File: config.mk
export PLATFORM = sky130hd
export DESIGN_NAME = screen_fade_alpha_ramp
export DESIGN_NICKNAME = d
export VERILOG_FILES = /design/src/hw/rtl/sfar_pkg.sv /design/src/hw/rtl/screen_fade_alpha_ramp.sv
export SDC_FILE = /design/constraint.sdc
export NUM_CORES = 1
export LEC_CHECK = 0
export BUFFER_PORTS_ARGS = -buffer_cell sky130_fd_sc_hd__buf_2
export CAP_MARGIN = 5
export CORE_UTILIZATION = 44
export CTS_CLUSTER_SIZE = 16
export DETAILED_ROUTE_END_ITERATION = 7
export PLACE_DENSITY = 0.6
export SLEW_MARGIN = 20
export SYNTH_ARGS = -nofsm -noshare
export SYNTH_HDL_FRONTEND = slang
export SYNTH_SLANG_ARGS = --single-unit
File: constraint.sdc
create_clock -name clk -period 4.05 [get_ports clk]
set_input_delay 0.2025 -clock clk [delete_from_list [all_inputs] [get_ports clk]]
set_output_delay 0.2025 -clock clk [all_outputs]
set_load 0.005 [all_outputs]
File: src/hw/rtl/sfar_pkg.sv
package sfar_pkg;

	// opacity is held in twentieths of full
	localparam int unsigned ALPHA_W = 5;
	localparam logic [ALPHA_W-1:0] ALPHA_FULL = 5'd20;

	localparam int unsigned COLOR_W    = 8;
	localparam int unsigned TIME_W     = 32;
	localparam int unsigned INTERVAL_W = 16;
	localparam int unsigned CFG_IDX_W  = 3;
	localparam int unsigned CFG_DATA_W = 16;

	typedef enum logic [2:0] {
		MODE_NONE   = 3'd0,
		MODE_IN     = 3'd1,
		MODE_OUT    = 3'd2,
		MODE_OUT_IN = 3'd3,
		MODE_FLASH  = 3'd4
	} fade_mode_t;

	typedef enum logic [CFG_IDX_W-1:0] {
		REG_FADE_MODE = 3'd0,
		REG_RED       = 3'd1,
		REG_GREEN     = 3'd2,
		REG_BLUE      = 3'd3,
		REG_INTERVAL  = 3'd4
	} cfg_reg_t;

endpackage

File: src/hw/rtl/screen_fade_alpha_ramp.sv
// Timed overlay fade controller. Every request on the input channel yields exactly one
// result: a start request (command = 1) latches the configured mode, colour and step
// interval, sets the starting opacity and clears the step deadline; a tick request
// (command = 0) carries the current time in ms and, once that time is strictly past the
// deadline, reloads the deadline and moves the opacity one step. Opacity runs 0..20 in
// twentieths of full. Modes: fade in, fade out, out then in, and flash (white up by 5 on
// a 5 ms reload, white down by 1, then black up by 1). The result carries opacity,
// colour and an active flag. The state registers double as the result register: the
// compare against the deadline, two 32-bit adds for the reloads and a saturating
// opacity step sit in front of them. A new request is taken every cycle as long as
// the previous result is taken in the same cycle or has already gone; a result is
// valid in the cycle after its request is accepted. Registers are written on the
// configuration channel (always ready) and must only change while the block is idle.
module screen_fade_alpha_ramp
	import sfar_pkg::*;
(
	input  logic                  clk,
	input  logic                  arst_n,

	input  logic                  cfg_valid,
	output logic                  cfg_ready,
	input  logic [CFG_IDX_W-1:0]  cfg_index,
	input  logic [CFG_DATA_W-1:0] cfg_data,

	input  logic                  in_valid,
	output logic                  in_ready,
	input  logic                  command,
	input  logic [TIME_W-1:0]     now_ms,

	output logic                  out_valid,
	input  logic                  out_ready,
	output logic [ALPHA_W-1:0]    alpha_level,
	output logic [COLOR_W-1:0]    out_red,
	output logic [COLOR_W-1:0]    out_green,
	output logic [COLOR_W-1:0]    out_blue,
	output logic                  fade_active
);

	localparam logic [1:0] PH_FIRST  = 2'd0;
	localparam logic [1:0] PH_SECOND = 2'd1;
	localparam logic [1:0] PH_THIRD  = 2'd2;

	localparam logic [INTERVAL_W-1:0] FLASH_RELOAD_MS = 16'd5;
	localparam logic [COLOR_W-1:0]    COLOR_WHITE     = 8'hFF;
	localparam logic [COLOR_W-1:0]    COLOR_BLACK     = 8'h00;

	// configuration registers
	fade_mode_t            cfg_mode_q;
	logic [COLOR_W-1:0]    cfg_red_q, cfg_green_q, cfg_blue_q;
	logic [INTERVAL_W-1:0] cfg_interval_q;

	// fade state; opacity, colour and running flag also form the result
	fade_mode_t            mode_q;
	logic [INTERVAL_W-1:0] interval_q;
	logic [ALPHA_W-1:0]    alpha_q;
	logic [COLOR_W-1:0]    red_q, green_q, blue_q;
	logic                  running_q;
	logic [TIME_W-1:0]     deadline_q;
	logic [1:0]            phase_q;
	logic                  out_valid_q;

	fade_mode_t            mode_d;
	logic [INTERVAL_W-1:0] interval_d;
	logic [ALPHA_W-1:0]    alpha_d;
	logic [COLOR_W-1:0]    red_d, green_d, blue_d;
	logic                  running_d;
	logic [TIME_W-1:0]     deadline_d;
	logic [1:0]            phase_d;

	logic                  in_acc;
	logic                  step_due;
	logic [TIME_W-1:0]     reload_ms;
	logic [TIME_W-1:0]     flash_reload_ms;

	function automatic logic [ALPHA_W-1:0] alpha_up(input logic [ALPHA_W-1:0] a,
			input logic [ALPHA_W-1:0] d);
		logic [ALPHA_W:0] s;
		s = {1'b0, a} + {1'b0, d};
		return (s > {1'b0, ALPHA_FULL}) ? ALPHA_FULL : s[ALPHA_W-1:0];
	endfunction

	function automatic logic [ALPHA_W-1:0] alpha_down(input logic [ALPHA_W-1:0] a,
			input logic [ALPHA_W-1:0] d);
		return (a > d) ? a - d : '0;
	endfunction

	assign cfg_ready = 1'b1;

	// take a new request while the result slot is empty or draining
	assign in_ready = !out_valid_q || out_ready;
	assign in_acc   = in_valid && in_ready;

	assign step_due        = running_q && (now_ms > deadline_q);
	assign reload_ms       = now_ms + {{(TIME_W-INTERVAL_W){1'b0}}, interval_q};
	assign flash_reload_ms = now_ms + {{(TIME_W-INTERVAL_W){1'b0}}, FLASH_RELOAD_MS};

	always_comb begin
		mode_d     = mode_q;
		interval_d = interval_q;
		alpha_d    = alpha_q;
		red_d      = red_q;
		green_d    = green_q;
		blue_d     = blue_q;
		running_d  = running_q;
		deadline_d = deadline_q;
		phase_d    = phase_q;

		if (command) begin
			// start: latch the set-up, no step taken on this request
			mode_d     = cfg_mode_q;
			interval_d = cfg_interval_q;
			red_d      = cfg_red_q;
			green_d    = cfg_green_q;
			blue_d     = cfg_blue_q;
			running_d  = 1'b1;
			deadline_d = '0;
			phase_d    = PH_FIRST;
			unique case (cfg_mode_q)
				MODE_IN, MODE_FLASH: alpha_d = '0;
				MODE_OUT, MODE_OUT_IN: alpha_d = ALPHA_FULL;
				default: alpha_d = alpha_q;  // none and unused codes keep opacity
			endcase
		end else if (step_due) begin
			unique case (mode_q)
				MODE_IN: begin
					deadline_d = reload_ms;
					alpha_d    = alpha_up(alpha_q, 5'd2);
					if (alpha_d >= ALPHA_FULL) running_d = 1'b0;
				end
				MODE_OUT: begin
					deadline_d = reload_ms;
					alpha_d    = alpha_down(alpha_q, 5'd2);
					if (alpha_d == '0) running_d = 1'b0;
				end
				MODE_OUT_IN: begin
					deadline_d = reload_ms;
					// any phase past the first runs the upward leg
					if (phase_q == PH_FIRST) begin
						alpha_d = alpha_down(alpha_q, 5'd2);
						if (alpha_d == '0) phase_d = PH_SECOND;
					end else begin
						alpha_d = alpha_up(alpha_q, 5'd2);
						if (alpha_d >= ALPHA_FULL) running_d = 1'b0;
					end
				end
				MODE_FLASH: begin
					priority if (phase_q == PH_FIRST) begin
						red_d      = COLOR_WHITE;
						green_d    = COLOR_WHITE;
						blue_d     = COLOR_WHITE;
						deadline_d = flash_reload_ms;
						alpha_d    = alpha_up(alpha_q, 5'd5);
						if (alpha_d >= ALPHA_FULL) phase_d = PH_SECOND;
					end else if (phase_q == PH_SECOND) begin
						deadline_d = reload_ms;
						alpha_d    = alpha_down(alpha_q, 5'd1);
						if (alpha_d == '0) begin
							red_d   = COLOR_BLACK;
							green_d = COLOR_BLACK;
							blue_d  = COLOR_BLACK;
							phase_d = PH_THIRD;
						end else begin
							red_d   = COLOR_WHITE;
							green_d = COLOR_WHITE;
							blue_d  = COLOR_WHITE;
						end
					end else if (phase_q == PH_THIRD) begin
						deadline_d = reload_ms;
						alpha_d    = alpha_up(alpha_q, 5'd1);
						if (alpha_d >= ALPHA_FULL) running_d = 1'b0;
					end else begin
						// fourth phase never entered: hold everything
						alpha_d = alpha_q;
					end
				end
				default: begin
					// mode none or unused code: ticks change nothing
					alpha_d = alpha_q;
				end
			endcase
		end
	end

	// configuration writes
	always_ff @(posedge clk or negedge arst_n) begin
		if (!arst_n) begin
			cfg_mode_q     <= MODE_NONE;
			cfg_red_q      <= '0;
			cfg_green_q    <= '0;
			cfg_blue_q     <= '0;
			cfg_interval_q <= '0;
		end else if (cfg_valid) begin
			unique case (cfg_index)
				REG_FADE_MODE: cfg_mode_q     <= fade_mode_t'(cfg_data[2:0]);
				REG_RED:       cfg_red_q      <= cfg_data[COLOR_W-1:0];
				REG_GREEN:     cfg_green_q    <= cfg_data[COLOR_W-1:0];
				REG_BLUE:      cfg_blue_q     <= cfg_data[COLOR_W-1:0];
				REG_INTERVAL:  cfg_interval_q <= cfg_data[INTERVAL_W-1:0];
				default: ;  // drop writes beyond the register list
			endcase
		end
	end

	// advance state on each accepted request; result valid follows
	always_ff @(posedge clk or negedge arst_n) begin
		if (!arst_n) begin
			mode_q      <= MODE_NONE;
			interval_q  <= '0;
			alpha_q     <= '0;
			red_q       <= '0;
			green_q     <= '0;
			blue_q      <= '0;
			running_q   <= 1'b0;
			deadline_q  <= '0;
			phase_q     <= PH_FIRST;
			out_valid_q <= 1'b0;
		end else begin
			if (in_acc) begin
				mode_q     <= mode_d;
				interval_q <= interval_d;
				alpha_q    <= alpha_d;
				red_q      <= red_d;
				green_q    <= green_d;
				blue_q     <= blue_d;
				running_q  <= running_d;
				deadline_q <= deadline_d;
				phase_q    <= phase_d;
			end
			if (in_acc) begin
				out_valid_q <= 1'b1;
			end else if (out_ready) begin
				out_valid_q <= 1'b0;
			end
		end
	end

	assign out_valid   = out_valid_q;
	assign alpha_level = alpha_q;
	assign out_red     = red_q;
	assign out_green   = green_q;
	assign out_blue    = blue_q;
	assign fade_active = running_q;

endmodule

**After elaboration in Yosys (flattened, before gate mapping)**

Index checks and enable logic that the tools add are counted.

- Bits in registers: 127
- Input port bits: 57
- Output and inout bits: 33
- Word-level logic and storage cells: 135

- Add/subtract/negate cells: 7
- $lt $le $gt $ge: 9
- Equal/unequal tests: 27
- Multiplexer cells: 48
- Reductions and logical operators: 29

Operators with widths:

| operator | number |
|---|---|
| 32-bit two-way mux | 5 |
| 8-bit two-way mux | 8 |
| 32-bit one-hot mux with 2 select lines | 1 |
| 5-bit two-way mux | 11 |
| 32-bit by 16-bit adder with 32-bit output | 1 |
| 32-bit by 3-bit adder with 32-bit output (second input constant) | 1 |
| 32-bit > comparator | 1 |
| 3-bit != test (second input constant) | 8 |
| 5-bit one-hot mux with 4 select lines | 1 |
| 3-bit by 2-bit == test with 1-bit output (second input constant) | 6 |
| 6-bit by 5-bit > comparator with 1-bit output (second input constant) | 3 |
| 2-bit two-way mux | 8 |
| 5-bit greater-or-equal comparator (second input constant) | 3 |
| 4-bit != test (second input constant) | 3 |
| 2-bit AND reduction | 6 |
| 1-bit two-way mux | 11 |
| 5-bit zero test | 2 |
| 5-bit one-hot mux with 2 select lines | 1 |
| 3-bit by 1-bit == test with 1-bit output (second input constant) | 3 |
| 3-bit == test (second input constant) | 3 |
| 9-bit AND reduction | 1 |
| 3-bit nonzero test | 3 |
| 4-bit AND reduction | 2 |
| 8-bit AND reduction | 1 |
| 23 further kinds | 27 |

**Depth between registers and ports, before layout**

Gate-level depths: netlist (run 1).

- Depth after elaboration: 11
- Gate-level depth with buffers: 12
- Mapped depth without buffers: 10

**Least setup slack after synthesis (run 1)**

No wires, ideal clock.

- Path kind: register to register
- Start: register interval_q[0]
- End: register deadline_q[28]
- Setup time: 0.121 ns
- Arrival: 2.430 ns
- Required time: 3.929 ns
- Slack: 1.499 ns
- Cell stages (with the launch flop): 11
- Path buffers: 0
- Period minus slack after synthesis: 2.551 ns
- Path through: dfrtp_1 > ha_1 > fa_1 > a211oi_1 > nor2_1 > o311ai_2 > nand4b_1 > a21boi_2 > nor4_1 > xor2_1 > a22o_1

- Longest elaborated chain between the ends: 7

Ends and longest elaborated chain:

| element | RTL line | text |
|---|---|---|
| from (decl) | screen_fade_alpha_ramp.sv:54 | `logic [INTERVAL_W-1:0] interval_q;` |
| from (signal assigned) | screen_fade_alpha_ramp.sv:220 | `interval_q <= interval_d;` |
| 32-bit by 16-bit adder with 32-bit output (*) | screen_fade_alpha_ramp.sv:94 | `assign reload_ms = now_ms + {{(TIME_W-INTERVAL_W){1'b0}}, interval_q};` |
| 32-bit two-way mux | screen_fade_alpha_ramp.sv:167 | `end else if (phase_q == PH_THIRD) begin` |
| 32-bit two-way mux | screen_fade_alpha_ramp.sv:154 | `end else if (phase_q == PH_SECOND) begin` |
| 32-bit two-way mux | screen_fade_alpha_ramp.sv:147 | `priority if (phase_q == PH_FIRST) begin` |
| 32-bit one-hot mux with 2 select lines (*) | screen_fade_alpha_ramp.sv:124 | `unique case (mode_q)` |
| 32-bit two-way mux (*) | screen_fade_alpha_ramp.sv:123 | `end else if (step_due) begin` |
| 32-bit two-way mux (*) | screen_fade_alpha_ramp.sv:108 | `if (command) begin` |
| to (signal assigned) | screen_fade_alpha_ramp.sv:226 | `deadline_q <= deadline_d;` |
| to (decl) | screen_fade_alpha_ramp.sv:58 | `logic [TIME_W-1:0] deadline_q;` |

Every way passes the cells marked *; elsewhere a longest branch is shown, timed or not. The select of a mux whose other input is x is not followed.
A chain may end at the register's enable or synchronous reset.

**Worst setup path in the final report (run 1)**

- Start: register alpha_q[2], in the netlist alpha_level[2]
- End: register phase_q[1]

- Longest elaborated chain between the ends: 6
- Elaborated cells between the ends (all ways): 16
- Classes of those cells: add/sub: 3; order compare: 4; eq/ne: 3; mux: 3; reduce/logical: 3

Ends and longest elaborated chain:

| element | RTL line | text |
|---|---|---|
| from (decl) | screen_fade_alpha_ramp.sv:55 | `logic [ALPHA_W-1:0] alpha_q;` |
| from (signal assigned) | screen_fade_alpha_ramp.sv:221 | `alpha_q <= alpha_d;` |
| 5-bit by 3-bit adder with 6-bit output | screen_fade_alpha_ramp.sv:78 | `s = {1'b0, a} + {1'b0, d};` |
| 6-bit by 5-bit > comparator with 1-bit output | screen_fade_alpha_ramp.sv:79 | `return (s > {1'b0, ALPHA_FULL}) ? ALPHA_FULL : s[ALPHA_W-1:0];` |
| 5-bit two-way mux | screen_fade_alpha_ramp.sv:79 |  |
| 5-bit greater-or-equal comparator | screen_fade_alpha_ramp.sv:153 | `if (alpha_d >= ALPHA_FULL) phase_d = PH_SECOND;` |
| 4-bit != test (no source line) | n/a |  |
| 8-bit AND reduction (no source line) (*) | n/a |  |
| to (signal assigned) | screen_fade_alpha_ramp.sv:227 | `phase_q <= phase_d;` |
| to (decl) | screen_fade_alpha_ramp.sv:59 | `logic [1:0] phase_q;` |

Every way passes the cells marked *; elsewhere a longest branch is shown, timed or not.

==> results.yml, run 1 <==
outcome:
  status: "finished clean"
global_routing:
  track_usage_pct: 22.2
  first_global_vias: 6616
  overflow: 0
  grt_pass1_wl_mm: 34.5
  grt_max_degree: 103
  antenna_found_initial: 0
power_and_ir_drop:
  switching_power_w: 0.00272
  seqPwrFrac_pct: 32.2
  p_int_w: 0.00384
  power.density_nw_per_um2: 686
  p_clk_share_pct: 23.1
  ir_worst_vdd_uv: 306
  p_leak_nw: 4.35
  switching_share_pct: 41.5
  p_comb_share_pct: 44.6
timing:
  drv_slew: 0
  setup_violations: 0
  tightestPinTransition_ps: 951
  finalHoldViolCount: 0
  worst_clock_skew_ps: 20.9
  fmaxAchievable_mhz: 314
  finalSetupTns_ps: 0
  slew-limit-headroom_pct: 36.6
  rsz0062_at_grt: "false"
  period_minus_slack_ps: 3180
  period_share_pct: 78.5
drt:
  first_pass_iters: 5
  ant_nets: 0
  vias_per_cell: 5.59
  vias: 6717
  drt_iter0_markers: 358
  wl_per_cell_microns: 16.9
  routed_wl_mm: 20.3
  drc: 0
die:
  core_sq_um: 18300
  fp.dieW_microns: 140
  rows: 49
  io_pins: 90
  initial_core_util_pct: 45.6
  die_area_sq_um: 19500
  die_h_microns: 140
setup_path:
  crit_start: "alpha_level[2]"
  r2r_slack_ps: 870
  crit_end: "phase_q[1]"
  required_ps: 4340
  r2r_cells: 10
  crit_fanout: 18
  path_class: "flop to flop"
  crit_path_start_kind: "flop"
  r2r-start: "alpha_level[2]"
  worstReg2RegEnd: "phase_q[1]"
  cp-end-kind: "flop"
  worst-endpoint-arrival_ps: 3470
synthesis:
  synth_edf_count: 0
  synthesis.area_sq_um: 8330
  avgSynthCellArea_sq_um: 9.48
  synth.most_common_cell: "dfrtp_1"
  yosysWarnings: 0
  async_flop_share_pct: 100
  synth_top_area_share_pct: 38.1
  ys_top_cells_by_count: "dfrtp_1 (127), nand2_1 (92), a21oi_1 (80)"
  synth_flop_cell: "dfrtp_1"
  syn-num-nets: 997
  synth-xor-area-share_pct: 4.41
  yosys.area_share.simple_pct: 14.6
  yosys.area.top_type: "dfrtp_1"
  synth_top_family_by_area: "compound AO/OA/AOI/OAI gates"
  synth.area.top_cells: "dfrtp_1 (38%), ha_1 (9.0%), mux2_2 (7.8%)"
  synth_cell_types: 83
  synthMuxAreaShare_pct: 8.87
  yosysSeqAreaShare_pct: 38.1
  synth_cells: 879
  synth_fa_ha_area_share_pct: 9.25
  synth-seq-cells: 127
  synth_compound_area_share_pct: 19.7
layout:
  syn2layout_area_growth_pct: 14.7
  final_util_pct: 52.3
  antennaDiodeCount: 0
  nNetsFinal: 1078
  fillers: 1719
  drive_gt1_share_pct: 22.3
cts:
  clock_sinks: 127
  cts_root_buf: "clkbuf_16"
  post_cts_buffers: 0
  cts_resized: 0
  clkTransAtPathRegs_ps: 70
  numCtsBuffers: 17
  tritoncts: "done"
  clock_path_buffers: 2
  cts_max_level: 4
  clk_latency_ps: 430
hold_path:
  hold_path_class: "primary input to flop"
placed_design:
  place.gp.congestion: 0.866
  portBuffers: 88
  hpwl_mm: 14.3
job:
  cap_violations: 0
[per-layer routing]
metal / track usage [%] / part of all wire, %
met2: 35.7 / 46
met5: 0 / 0
met1: 30.9 / 49
met3: 3.92 / 3.8
met4: 5.44 / 1.1
[state kept, by name, summed over array words and instances, names as in the netlist, 8 cells and up]
name,flops
cfg_blue_q,8
cfg_green_q,8
cfg_interval_q,16
cfg_red_q,8
deadline_q,32
interval_q,16
out_blue,8
out_green,8
out_red,8
[layout by cell type, fill, tap and decap left out, types with 12 or more instances in the layout]
cell type,n
a22o_1,19
nand3_1,19
xnor2_1,13
ha_1,60
a211oi_1,12
nor2_1,57
o21ai_0,57
inv_1,47
clkbuf_16,17
buf_4,12
mux2_2,58
a21oi_1,79
dfrtp_1,127
nand2_1,92
buf_2,87
xor2_1,29
[area by class of cell]
type	count	area (sq um)	share of cell area, %
Clock buffer	17	425	4.45
Clock inverter	15	164	1.71
Inverter	47	176	1.85
Multi-Input combinational cell	662	4740	49.6
Sequential cell	127	3180	33.2
Tap cell	229	287	3.00
Timing Repair Buffer	105	587	6.14
[power by group through the flow]
stage	combinational (W)	sequential [W]	clock (W)
global route	0.00333	0.00219	0.00161
floorplan	0.00226	0.00198	0
detailed placement	0.00291	0.00213	0
global placement	0.00290	0.00212	0
CTS	0.00294	0.00212	0.00155
finish	0.00293	0.00211	0.00152
[logic make-up (layout without fill, tap and decap cells)]
family / count (synthesis) / after routing
compound gates: 248 / 248
xor+xnor: 42 / 42
fa+ha+maj: 61 / 61
buf+inv: 90 / 184
flops: 127 / 127
mux: 66 / 66
other cells: 1 / 1
simple gates: 244 / 244
[worst max-delay path, cell delays in order (launching register included)]
cell and delay, ps:
dfrtp_1 600, inv_1 290, ha_1 320, a21boi_0 500, a21o_1 190, o21bai_1 80
a21oi_1 260, nand2_1 90, a32oi_1 170, and3_4 210, mux2_2 330
[metrics by stage]
step	cell area [sq um]	power [W]	setup slack (ps)	std cells	hold WS [ps]
2_1_floorplan	8330	0.00424	1500	879	-93.1
3_3_place_gp	8920	0.00503	849	1165	388
3_5_place_dp	8920	0.00504	891	1165	391
4_1_cts	9560	0.00660	868	1202	1.07
5_1_grt	9560	0.00713	625	1202	2.96
6_report	9560	0.00656	870	1202	9.36
[how the worst min path moves through the flow]
stage,start,endpoint,slack [ps],depth (start not counted)
after detailed placement,arst_n,cfg_interval_q[11],390,1
after CTS,cfg_data[8],cfg_interval_q[8],1,2
after global routing,cfg_data[12],cfg_interval_q[12],3,2
after global placement,arst_n,cfg_interval_q[9],390,1
final,cfg_data[8],cfg_interval_q[8],9,2
after floorplan,arst_n,alpha_level[0],-90,0
[what timing repair did]
action / CTS / global route
hold buffers: 5 / 0
setup endpoints to repair: 0 / 0
endpoints found under the hold margin: 105 / 0
Note: power is estimated with default switching activity, not from simulation.
==> run 2, diff against run 1 <==
ABC_AREA = 1   (was unset)
PLACE_DENSITY = 0.59   (was 0.6)
clock period = 2.95 ns   (was 4.05 ns; I/O delays follow)
==> run 2 against run 1 <==
- synthesized cell count grew 63%
- sequential share of layout area fell by 4.4 points
- clock skew fell by 7.1 ps
- global-route usage rose by 4.9 points
- largest power group unchanged
==> results.yml, run 2 <==
outcome:
  status: "finished clean"
timing:
  period_minus_slack_ps: 2450
  rsz0062_at_grt: "false"
  worst_clock_skew_ps: 13.7
  finalSetupTns_ps: 0
  drv_slew: 0
  setup_violations: 0
  fmaxAchievable_mhz: 408
  period_share_pct: 83.0
  finalHoldViolCount: 0
  slew-limit-headroom_pct: 45.9
  tightestPinTransition_ps: 811
synthesis:
  synth.most_common_cell: "nand2_1"
  synth_fa_ha_area_share_pct: 8.02
  async_flop_share_pct: 100
  synth_top_area_share_pct: 33.1
  avgSynthCellArea_sq_um: 6.69
  synth_cell_types: 46
  ys_top_cells_by_count: "nand2_1 (491), inv_1 (156), dfrtp_1 (127)"
  synthMuxAreaShare_pct: 1.04
  synth_top_family_by_area: "simple AND/OR/NAND/NOR gates"
  syn-num-nets: 1555
  synth_edf_count: 0
  yosys.area.top_type: "dfrtp_1"
  yosysWarnings: 0
  synth-seq-cells: 127
  yosysSeqAreaShare_pct: 33.1
  synth_compound_area_share_pct: 13.2
  synth_flop_cell: "dfrtp_1"
  synth-xor-area-share_pct: 1.64
  yosys.area_share.simple_pct: 34.2
  synth.area.top_cells: "dfrtp_1 (33%), nand2_1 (19%), ha_1 (7.8%)"
  synthesis.area_sq_um: 9610
  synth_cells: 1437
setup_path:
  crit_path_start_kind: "flop"
  worst-endpoint-arrival_ps: 2750
  required_ps: 3250
  crit_fanout: 24
  cp-end-kind: "flop"
  r2r_cells: 11
  path_class: "flop to flop"
drt:
  vias_per_cell: 5.27
  routed_wl_mm: 29.3
  wl_per_cell_microns: 16.1
  drt_iter0_markers: 720
  first_pass_iters: 6
  drc: 0
  ant_nets: 0
  vias: 9583
global_routing:
  grt_max_degree: 81
  overflow: 0
  antenna_found_initial: 0
  grt_pass1_wl_mm: 46.5
  track_usage_pct: 27.0
  first_global_vias: 8931
layout:
  largest_reg_flops: 32
  final_common_cell: "nand2_1"
  seq_area_sq_um: 3180
  layout_common_cells: "nand2_1 (491), inv_1 (156), dfrtp_1 (127)"
  fin_cells: 1817
  antennaDiodeCount: 0
  top_regs: "deadline_q (32), cfg_interval_q (16), interval_q (16)"
  nNetsFinal: 1647
  top_register: "deadline_q"
  drive_gt1_share_pct: 12.1
  syn2layout_area_growth_pct: 14.6
  multi_input_area_sq_um: 5590
  fillers: 2222
cts:
  clk_latency_ps: 430
  tritoncts: "done"
  clock_path_buffers: 2
  numCtsBuffers: 17
  cts_resized: 0
  cts_max_level: 4
  cts_root_buf: "clkbuf_16"
  clock_sinks: 127
  clkTransAtPathRegs_ps: 70
power_and_ir_drop:
  finalPower_w: 0.00882
  p_leak_nw: 5.67
  ir_worst_vdd_uv: 419
  power.density_nw_per_um2: 801
die:
  core_sq_um: 21200
  fp.dieW_microns: 150
  io_pins: 90
  die_area_sq_um: 22400
  rows: 53
  die_h_microns: 150
  initial_core_util_pct: 45.3
hold_path:
  hold_depth: 3
  hold_path_class: "primary input to flop"
placed_design:
  hpwl_mm: 21.9
  place.gp.congestion: 0.961
  portBuffers: 88
  dp_cells: 1774
job:
  cap_violations: 0
-- run 2: cell types whose count changed after synthesis, moves of 11 or more --
cell,previous run,this run
o21ai_1,1,30
and3_1,11,0
nand2_1,92,491
a21oi_1,80,92
o21ai_0,57,98
inv_1,47,156
nor2_1,57,102
a211oi_1,12,1
nand4_1,9,21
nand3_1,19,102
a22o_1,19,0
mux2_2,58,8
xor2_1,29,15
-- run 2: timing repair --
| item | CTS | global route |
|---|---|---|
| hold buffers | 11 | 0 |
| buffers inserted | 0 | 0 |
| endpoints found under the hold margin | 87 | 0 |
-- run 2: layer usage --
| layer | vias up | share of wire (%) | global-route usage (%) |
|---|---|---|---|
| li1 | 4853 | - | - |
| met4 | 0 | 2.2 | 8.43 |
| met3 | 44 | 5.8 | 2.96 |
| met1 | 4372 | 47 | 37.9 |
| met5 | - | 0 | 0 |
| met2 | 314 | 45 | 43.5 |
-- run 2: per-stage QoR --
stage	util (%)	hold slack (ps)	worst slack [ps]	cell area, sq um
floorplan	-	-148	1030	9610
global placement	48.5	262	514	10300
detailed placement	48.5	258	506	10300
CTS	51.9	85.6	485	11000
global route	51.9	107	184	11000
finish	51.9	75.3	501	11000
-- run 2: power breakdown --
part	internal [W]	total (W)	switching, W
Clock	0.00115	0.00217	0.00102
Combinational	0.00143	0.00396	0.00254
Sequential	0.00232	0.00268	0.000360
-- run 2: worst max-delay path, cell delays in order (launching register included) --
cell	delay (ps)
dfrtp_1	480
inv_1	260
ha_1	280
nand2_1	110
nand2_1	120
nand2_1	80
o21ai_0	80
nand3_1	130
nand2_1	100
nand2_2	300
a21oi_1	280
o21ai_2	80
-- run 2: layout make-up --
| class | instances | share of cell area, % |
|---|---|---|
| Multi-Input combinational cell | 1105 | 50.7 |
| Inverter | 166 | 5.66 |
| Tap cell | 275 | 3.12 |
| Sequential cell | 127 | 28.9 |
| Timing Repair Buffer | 112 | 6.05 |
| Clock buffer | 17 | 3.86 |
| Clock inverter | 15 | 1.70 |
-- run 2: kinds of logic after synthesis --
group | after synthesis
buffers and inverters | 205
AO/OA/AOI/OAI | 242
AND/OR/NAND/NOR | 774
other | 1
adder cells (fa/ha/maj) | 61
XOR/XNOR | 18
flip-flops | 127
multiplexers | 9
-- run 2: worst paths after layout --
| path | slack [ps] | end | from |
|---|---|---|---|
| hold reg to reg | 480 | cfg_interval_q[5] | cfg_interval_q[5] |
| setup / recovery | 500 | out_green[5] | alpha_level[1] |
| setup reg to reg | 500 | out_green[5] | alpha_level[1] |
| max in group asynchronous | 1880 | deadline_q[27] | arst_n |
| hold / removal | 80 | cfg_blue_q[7] | cfg_data[7] |
| min in group asynchronous | 330 | deadline_q[20] | arst_n |
